[src/hw/rtl/ngti_pkg.sv]
`default_nettype none
package ngti_pkg;
   localparam int MaxDim = 64;
   localparam int CoordBits = 32;
   localparam int DensBits = 24;
   localparam int DimBits = 6;
   localparam int BIdxBits = 7;
   localparam int FracBits = 16;
   localparam int SumBits = CoordBits + 2;

   typedef enum logic [2:0] {
      REQ_XB = 3'd0, REQ_YB = 3'd1, REQ_ZB = 3'd2, REQ_DENS = 3'd3, REQ_QUERY = 3'd4
   } req_type_type;

   localparam logic [1:0] CSR_VX = 2'd0;
   localparam logic [1:0] CSR_VY = 2'd1;
   localparam logic [1:0] CSR_VZ = 2'd2;

   typedef enum logic [4:0] {
      ST_IDLE, ST_RANGE_LO, ST_RANGE_HI, ST_SEARCH, ST_CTR_A, ST_CTR_B,
      ST_LO0, ST_LO1, ST_LO2, ST_DIV, ST_NEXT_AXIS,
      ST_RD, ST_RD_WAIT, ST_MUL_A, ST_MUL_B, ST_LERP, ST_DONE, ST_OUT
   } state_type;

   // Lerp request between the sequencer and the blend unit.
   typedef struct packed {
      logic start;
      logic [DensBits-1:0] a;
      logic [DensBits-1:0] b;
      logic [FracBits:0] t;
   } lerp_req_type;

   function automatic logic [BIdxBits-1:0] used_count(input logic [6:0] r);
      if (r < 7'd3) return BIdxBits'(3);
      if (r > 7'(MaxDim)) return BIdxBits'(MaxDim);
      return r;
   endfunction
endpackage
`default_nettype wire

[src/hw/rtl/ngti_lerp.sv]
`default_nettype none
module ngti_lerp (
   input  wire logic clock,
   input  wire logic reset,
   input  wire ngti_pkg::lerp_req_type req,
   output logic [ngti_pkg::DensBits-1:0] result,
   output logic done
);
   localparam int PW = ngti_pkg::DensBits + ngti_pkg::FracBits + 2;
   logic [1:0] step_ff, step_in;
   logic [PW-1:0] acc_ff, acc_in;
   logic [ngti_pkg::DensBits-1:0] b_ff, b_in;
   logic [ngti_pkg::FracBits:0] t_ff, t_in;

   always_comb begin
      step_in = step_ff;
      acc_in = acc_ff;
      b_in = b_ff;
      t_in = t_ff;
      case (step_ff)
         2'd0: begin
            if (req.start) begin
               acc_in = PW'(req.a) * PW'(17'h10000 - req.t);
               b_in = req.b;
               t_in = req.t;
               step_in = 2'd1;
            end
         end
         2'd1: begin
            acc_in = acc_ff + PW'(b_ff) * PW'(t_ff) + PW'(32768);
            step_in = 2'd2;
         end
         default: step_in = 2'd0;
      endcase
   end

   always_ff @(posedge clock) begin
      if (reset) begin
         step_ff <= 2'd0;
      end else begin
         step_ff <= step_in;
      end
      acc_ff <= acc_in;
      b_ff <= b_in;
      t_ff <= t_in;
   end

   assign result = acc_ff[ngti_pkg::FracBits +: ngti_pkg::DensBits];
   assign done = (step_ff == 2'd2);
endmodule
`default_nettype wire

[config.mk]
export PLATFORM = sky130hd
export DESIGN_NAME = ngti_lerp
export DESIGN_NICKNAME = d
export VERILOG_FILES = /design/src/hw/rtl/ngti_pkg.sv /design/src/hw/rtl/ngti_lerp.sv
export SDC_FILE = /design/constraint.sdc
export NUM_CORES = 2
export LEC_CHECK = 0
export ABC_AREA = 1
export ABC_CLOCK_PERIOD_IN_PS = 13950
export BUFFER_PORTS_ARGS = -buffer_cell sky130_fd_sc_hd__buf_4
export CORE_ASPECT_RATIO = 1.75
export CORE_MARGIN = 5
export CORE_UTILIZATION = 30
export CTS_CLUSTER_DIAMETER = 40
export CTS_CLUSTER_SIZE = 30
export DETAILED_ROUTE_END_ITERATION = 10
export GPL_ROUTABILITY_DRIVEN = 0
export HOLD_SLACK_MARGIN = 0.12
export PLACE_DENSITY_LB_ADDON = 0.25
export SLEW_MARGIN = 15
export SYNTH_ARGS = -nofsm -noshare
export SYNTH_HDL_FRONTEND = slang
export SYNTH_SLANG_ARGS = --single-unit
[constraint.sdc]
create_clock -name clock -period 13.95 [get_ports clock]
set_input_delay 0.6975 -clock clock [delete_from_list [all_inputs] [get_ports clock]]
set_output_delay 0.6975 -clock clock [all_outputs]
set_load 0.03 [all_outputs]
==> results_dict.tcl <==
set metrics [dict create \
    end_kind "flip-flop" \
    critPathKind "input pin to flip-flop" \
    drive_gt1_frac 0.0400 \
    routed_wl_um 107000 \
    grt_max_degree 52 \
    slowest_delay_ps 610 \
    status "completed" \
    route.detailed.drc 0 \
    clockBufferDepth 2 \
    grt_pass1_wl_um 165000 \
    clk_pin_slew_ps 90 \
    setup_tns_ps 0 \
    cp_slowest_cell "inv_1" \
    worstMarginPinSlew_ps 1210 \
    ios 93 \
    drv_slew 0 \
    viasPerCell 4.62 \
    coreArea_um2 109000 \
    die_w_um 260 \
    grt_pass1_vias 29200 \
    antenna_found_initial 2 \
    cts_root_buf "clkbuf_16" \
    die_area_um2 116000 \
    required_ps 14100 \
    gr-total-overflow 0 \
    clock_latency_ps 420 \
    synth_top_area_share 0.440 \
    netlist_area_um2 32800 \
    synth_top_area_cell "fa_1" \
    dp_hpwl_um 94800 \
    crit_path_start_kind "input pin" \
    initialDrtViolationCount 1185 \
    netlist_top_cells_count "inv_1 (1197), nand2_1 (1087), fa_1 (720)" \
    worstPathArrival_ps 8270 \
    cts_resized 0 \
    finalCriticalPeriod_ps 8120 \
    synth_edf_count 81 \
    ys_ff_latch 83 \
    vias 25900 \
    skew_ps 22.7 \
    syn_nets 5239 \
    grt_use_total 0.187 \
    setup_viol 0 \
    ctsHtreeMaxLevel 3 \
    maxCapViolCount 0 \
    cts_tree "done" \
    ys_types 40 \
    avgRoutedWirePerCell_um 19.1 \
    seq_area_frac_synth 0.0755 \
    seqCellArea_um2 2470 \
    path_max_fanout 25 \
    cts_made_buffers 9 \
    yosys_warnings 0 \
    yosys-top-cells-area "fa_1 (44%), inv_1 (14%), nand2_1 (12%), ha_1 (9.8%), edfxtp_1 (7.4%)" \
    hold_viol 0 \
    rrSetupSlack_ps 7120 \
    final_core_util 0.323 \
    final_antenna_net_count 0 \
    syn2layout_area_growth_pct 6.81 \
    post_cts_buffers 0 \
    rows 160 \
    layout.nets 5189 \
    hold_buffers 0 \
    synth_ff_type "edfxtp_1" \
    hold_path_class "input pin to flip-flop" \
    initial_core_util 0.302 \
    ys_async_sr_fraction 0 \
    netlist_instances 4194 \
    multi_input_area_um2 25000 \
    synth_most_common_cell "inv_1" \
    rsz0062_at_grt "no" \
    slew_headroom 0.194 \
    die_h_um 447 \
    fin_crit_sh 0.582 \
    drtPass1Iterations 5 \
    io_buffers 92 \
    fill_cells 11700 \
    fmaxAchievable_mhz 123 \
    path_common_cell "nand2_1" \
    cts_sinks 83 \
    avgSynthCellArea_um2 7.81 \
]
-- critical path, delay by kind of cell --
kind,cells,cell delay [ps]
fa+ha+maj,8,3510
simple gates,14,2600
buf+inv,8,1280
compound gates,1,150
-- metal layers --
| metal | up-vias | routed length (µm) | track usage | share of wire |
|---|---|---|---|---|
| li1 | 11900 | - | - | - |
| met1 | 13200 | 34500 | 0.175 | 0.32 |
| met2 | 552 | 62400 | 0.387 | 0.58 |
| met3 | 286 | 2520 | 0.0139 | 0.024 |
| met4 | 0 | 7460 | 0.110 | 0.070 |
| met5 | - | 0 | 0 | 0 |
-- layout make-up --
cell class              count  area share
multi-input cells        2731       0.714
inverters                1202       0.129
flip-flops and latches     83      0.0706
well taps                1458      0.0521
repair buffers            117      0.0251
clock buffers               9     0.00644
clock inverters             7     0.00218
diodes                      3    0.000215
-- final timing paths --
kind | from | end | depth (start not counted)
min reg2reg | acc_ff[0] | acc_ff[0] | 3
min | reset | step_ff[1] | 2
max reg2reg | t_ff[4] | acc_ff[25] | 17
max | req[0] | acc_ff[32] | 31
-- layout by cell type, fill, tap and decap left out, types with 2 or more instances in the layout --
cell type     n
xor2_1       15
nor4_1        3
nand3b_1     19
o21bai_1      4
edfxtp_1     81
ha_1        257
nand3_1      89
nand2_1    1086
diode_2       3
nand2_2       3
nand4_1      20
or2_2         7
clkinv_4      2
nor2_2       11
inv_1      1197
buf_4       117
a21o_1        3
a21oi_1     104
fa_1        720
or4_1         2
nor2_1      253
inv_8         3
o21a_1        7
clkbuf_16     9
nor3_1       14
o21ai_0      93
inv_2         5
xnor2_1       6
nor2_4        3
dfxtp_1       2
a31oi_1       2
-- logic make-up after synthesis --
group                    after synthesis  share of synthesized area
AO/OA/AOI/OAI                        216                     0.0343
adder cells (fa/ha/maj)              977                      0.538
XOR/XNOR                              21                    0.00561
buffers and inverters               1380                      0.162
AND/OR/NAND/NOR                     1517                      0.185
flip-flops                            83                     0.0755
-- per-stage QoR --
step	setup slack (ps)	hold WS, ps	instances	area [µm²]
finish	5830	431	5610	35000
global route	5400	424	5608	35000
CTS	5890	404	5607	35000
detailed placement	5460	660	5591	34700
global placement	5490	655	5591	34700
floorplan	7340	623	4194	32800
-- flip-flops by register name (all words and copies together), names as in the netlist --
name / flops
step_ff: 2
acc_ff: 40
b_ff: 24
t_ff: 17
Power is not shown: default switching activity piles up to over one toggle a cycle in this logic, so the estimate is an artifact.
