==> config.mk <==
export PLATFORM = sky130hd
export DESIGN_NAME = ngti_div
export DESIGN_NICKNAME = d
export VERILOG_FILES = /design/src/hw/rtl/ngti_pkg.sv /design/src/hw/rtl/ngti_div.sv
export SDC_FILE = /design/constraint.sdc
export NUM_CORES = 1
export LEC_CHECK = 0
export ABC_AREA = 0
export ABC_CLOCK_PERIOD_IN_PS = 7600
export BUFFER_PORTS_ARGS = -buffer_cell sky130_fd_sc_hd__buf_4
export CAP_MARGIN = 30
export CORE_ASPECT_RATIO = 0.5
export CORE_MARGIN = 5
export CORE_UTILIZATION = 50
export CTS_CLUSTER_SIZE = 40
export DETAILED_ROUTE_END_ITERATION = 8
export PLACE_DENSITY = 0.72
export REMOVE_ABC_BUFFERS = 1
export SLEW_MARGIN = 25
export SYNTH_ARGS = -nofsm -noshare
export SYNTH_HDL_FRONTEND = slang
export SYNTH_SLANG_ARGS = --single-unit
export TNS_END_PERCENT = 1
==> constraint.sdc <==
create_clock -name clock -period 7.6 [get_ports clock]
set_clock_uncertainty 0.2 [all_clocks]
set_input_delay 1.52 -clock clock [delete_from_list [all_inputs] [get_ports clock]]
set_output_delay 1.52 -clock clock [all_outputs]
set_load 0.05 [all_outputs]
==> src/hw/rtl/ngti_pkg.sv <==
`default_nettype none
package ngti_pkg;
   localparam int MaxDim = 64;
   localparam int CoordBits = 32;
   localparam int DensBits = 24;
   localparam int DimBits = 6;
   localparam int BIdxBits = 7;
   localparam int FracBits = 16;
   localparam int SumBits = CoordBits + 2;

   typedef enum logic [2:0] {
      REQ_XB = 3'd0, REQ_YB = 3'd1, REQ_ZB = 3'd2, REQ_DENS = 3'd3, REQ_QUERY = 3'd4
   } req_type_type;

   localparam logic [1:0] CSR_VX = 2'd0;
   localparam logic [1:0] CSR_VY = 2'd1;
   localparam logic [1:0] CSR_VZ = 2'd2;

   typedef enum logic [4:0] {
      ST_IDLE, ST_RANGE_LO, ST_RANGE_HI, ST_SEARCH, ST_CTR_A, ST_CTR_B,
      ST_LO0, ST_LO1, ST_LO2, ST_DIV, ST_NEXT_AXIS,
      ST_RD, ST_RD_WAIT, ST_MUL_A, ST_MUL_B, ST_LERP, ST_DONE, ST_OUT
   } state_type;

   // Lerp request between the sequencer and the blend unit.
   typedef struct packed {
      logic start;
      logic [DensBits-1:0] a;
      logic [DensBits-1:0] b;
      logic [FracBits:0] t;
   } lerp_req_type;

   function automatic logic [BIdxBits-1:0] used_count(input logic [6:0] r);
      if (r < 7'd3) return BIdxBits'(3);
      if (r > 7'(MaxDim)) return BIdxBits'(MaxDim);
      return r;
   endfunction
endpackage
`default_nettype wire

==> src/hw/rtl/ngti_div.sv <==
`default_nettype none
module ngti_div (
   input  wire logic clock,
   input  wire logic reset,
   input  wire logic start,
   input  wire logic [ngti_pkg::SumBits-1:0] num,
   input  wire logic [ngti_pkg::SumBits-1:0] den,
   output logic [ngti_pkg::FracBits-1:0] quot,
   output logic done
);
   localparam int RW = ngti_pkg::SumBits + 1;
   logic [RW-1:0] rem_ff, rem_in, sh;
   logic [ngti_pkg::SumBits-1:0] den_ff, den_in;
   logic [ngti_pkg::FracBits-1:0] q_ff, q_in;
   logic [4:0] cnt_ff, cnt_in;
   logic busy_ff, busy_in, done_ff, done_in;

   always_comb begin
      rem_in = rem_ff;
      den_in = den_ff;
      q_in = q_ff;
      cnt_in = cnt_ff;
      busy_in = busy_ff;
      done_in = 1'b0;
      sh = rem_ff << 1;
      if (start) begin
         rem_in = RW'(num);
         den_in = den;
         q_in = '0;
         cnt_in = '0;
         busy_in = 1'b1;
      end else if (busy_ff) begin
         if (sh >= RW'(den_ff)) begin
            rem_in = sh - RW'(den_ff);
            q_in = {q_ff[ngti_pkg::FracBits-2:0], 1'b1};
         end else begin
            rem_in = sh;
            q_in = {q_ff[ngti_pkg::FracBits-2:0], 1'b0};
         end
         cnt_in = cnt_ff + 5'd1;
         if (cnt_ff == 5'(ngti_pkg::FracBits - 1)) begin
            busy_in = 1'b0;
            done_in = 1'b1;
         end
      end
   end

   always_ff @(posedge clock) begin
      if (reset) begin
         busy_ff <= 1'b0;
         done_ff <= 1'b0;
      end else begin
         busy_ff <= busy_in;
         done_ff <= done_in;
      end
      rem_ff <= rem_in;
      den_ff <= den_in;
      q_ff <= q_in;
      cnt_ff <= cnt_in;
   end

   assign quot = q_ff;
   assign done = done_ff;
endmodule
`default_nettype wire

==> metrics.txt <==
result of the run finished clean; n_diodes 0; pre-CTS setup slack 3.22 ns; Post-Synthesis Cells 583; unrepaired setup endpoints after global routing false; Crit path required time 7.47 ns; clk root buf clkbuf_16; Die Span X 160 um; Ports 88; post_cts resized 0; CTS Buf Count 9; Max transition margin 40.3%; total track usage 18.6%; peak fanout along the critical path 20; WHS 0.291 ns; clk_lat worst skew 0.35 ns; vias in the first global route 4,337; Worst IR Drop VDD 133 uV; asr flop ratio synth 0%; filler instances 955; Worst-path clk slew 0.07 ns; initial antenna violation count 0; Tmin final 4.40 ns; die area 0.0137 mm2; clk buf depth 2; Netlist Area Pre-Place 0.00565 mm2; Pwr Density 300 mW/mm2; aggregate routed wire length 12,600 um; Synth Area per Inst 9.70 um2; FF+latch count, synth 91; Tcrit/Tclk final 57.9%; H-tree depth 3; slew of the pin with the lowest slew margin 0.896 ns; layout cell share with drive strength beyond 1 17.0%; Seq/Total Area, Yosys 44.3%; row count 27; first-pass GRT wire length 20,800 um; final worst slack 3.20 ns; WL per Instance 15.5 um; crit path capture type flip-flop; area delta synth->final 17.9%; core area 0.0110 mm2; antenna viol nets, final 0; routability cong. 0.906; Setup Buffers After CTS 0; commonest non-fill, non-tap cells in the layout buf_4 (91), edfxtp_1 (68), nand2_1 (54); Setup Crit Path Kind reg2reg; Initial Utilization 51.3%; Post-DP HPWL 9200 um; CTS tree built; Post-synth EDFFs 68; commonest non-fill, non-tap cell in the layout buf_4; Max Cap Viol 0; DR DRC count 0; clock sinks 91; Chip Height 85.2 um; final cell count without fillers 808; Critical Path Start Type flip-flop; worst hold path type reg2reg; synthesis warning total 0; Top FF cell, synth edfxtp_1; vias 4,523; GR Overflow Total 0; r2r setup slk 3.20 ns; DR iter-0 viols 333; Hold Fails Final Rpt 0; port buffer count 87; DRT Pass-1 Iters 5; worst path arrival time 4.28 ns; # setup viols final 0; max-slew violation count 0; placed cell count 792; Setup TNS Final 0 ns; LEAKAGE 2.98 nW; Unique masters post-synth 54; # hold bufs at CTS 0; largest net degree at the start of global routing 68; routed vias/inst 5.60; f_max 0.227 GHz; Final nets 766
## sequential cells by signal (all words and copies together), names as in the netlist
name / flops
den_ff: 34
done: 1
quot: 16
cnt_ff: 5
rem_ff: 34
busy_ff: 1
## final cells by class
class,instances,area (um2),area share (%)
clock buffer,10,229,3.44
clock inverter,6,55.1,0.826
inverter,49,184,2.76
multi-input combinational,416,2830,42.5
sequential,91,2500,37.5
tap,145,181,2.72
timing repair buffer,91,683,10.2
## power breakdown
group	switching, mW	internal, mW	total, mW
Sequential	0.0395	0.631	0.671
Clock	0.205	0.230	0.435
Combinational	0.512	0.382	0.895
## final timing paths
check	start	end	cells after the start
worst max-delay path	rem_ff[12]	rem_ff[3]	10
worst min-delay path	cnt_ff[4]	cnt_ff[4]	2
worst max register to register	rem_ff[12]	rem_ff[3]	10
worst min register to register	cnt_ff[4]	cnt_ff[4]	2
## metrics by stage
stage	utilization, %	total power [mW]	instance area (um2)
after floorplan	-	1.35	5520
after global placement	57.9	1.55	6380
after detailed placement	57.9	1.57	6380
after CTS	60.5	2.01	6670
after global routing	60.5	2.14	6670
final	60.5	2.00	6670
## critical path, stage by stage (launching register included)
cell       delay (ns)
edfxtp_1         0.40
ha_1             0.41
nand4_1          0.15
nor4_2           0.35
a21bo_1          0.27
a311o_1          0.35
a2111oi_4        0.69
or2_1            0.55
buf_4            0.41
mux2i_1          0.23
a21oi_1          0.08
## kinds of logic after synthesis
group	share of synthesized area, %
fa+ha+maj	8.32
buf+inv	5.69
flops	44.3
simple gates	11.9
mux	7.08
xor+xnor	4.34
compound gates	18.5
## metal layers
layer / track usage (%) / routed length (um) / up-vias
met5: 0 / 0 / -
met4: 5.93 / 167 / 0
met3: 5.77 / 841 / 15
met2: 28.6 / 5580 / 116
met1: 25.3 / 5970 / 2127
li1: - / - / 2265
## synthesized netlist by cell type (2+ instances only)
cell	n	area [um2]
xor2_1	8	70.1
nor4_1	2	12.5
clkbuf_1	19	71.3
nand4_1	9	56.3
buf_1	3	11.3
or2_2	4	25.0
nand2_1	54	203
xnor2_1	20	175
a31oi_1	7	43.8
a211oi_1	6	45.0
buf_4	2	15.0
o211ai_1	4	30.0
ha_1	36	450
o21ai_1	23	115
a21oi_1	46	230
a21o_1	19	143
inv_1	49	184
nor2_1	40	150
o311ai_0	2	17.5
a2bb2oi_1	2	17.5
mux2i_1	40	400
dfxtp_1	23	460
nor2b_1	4	25.0
or3_1	2	12.5
nand3_1	11	55.1
nor3b_1	4	30.0
o21a_1	6	45.0
and3_1	5	31.3
a21boi_0	2	15.0
nor3_1	4	20.0
o21ai_0	27	135
edfxtp_1	68	2040
a221o_1	2	20.0
a211o_1	3	26.3
o31ai_1	3	22.5
o21bai_1	6	45.0
Note: power is estimated with default switching activity, not from simulation.
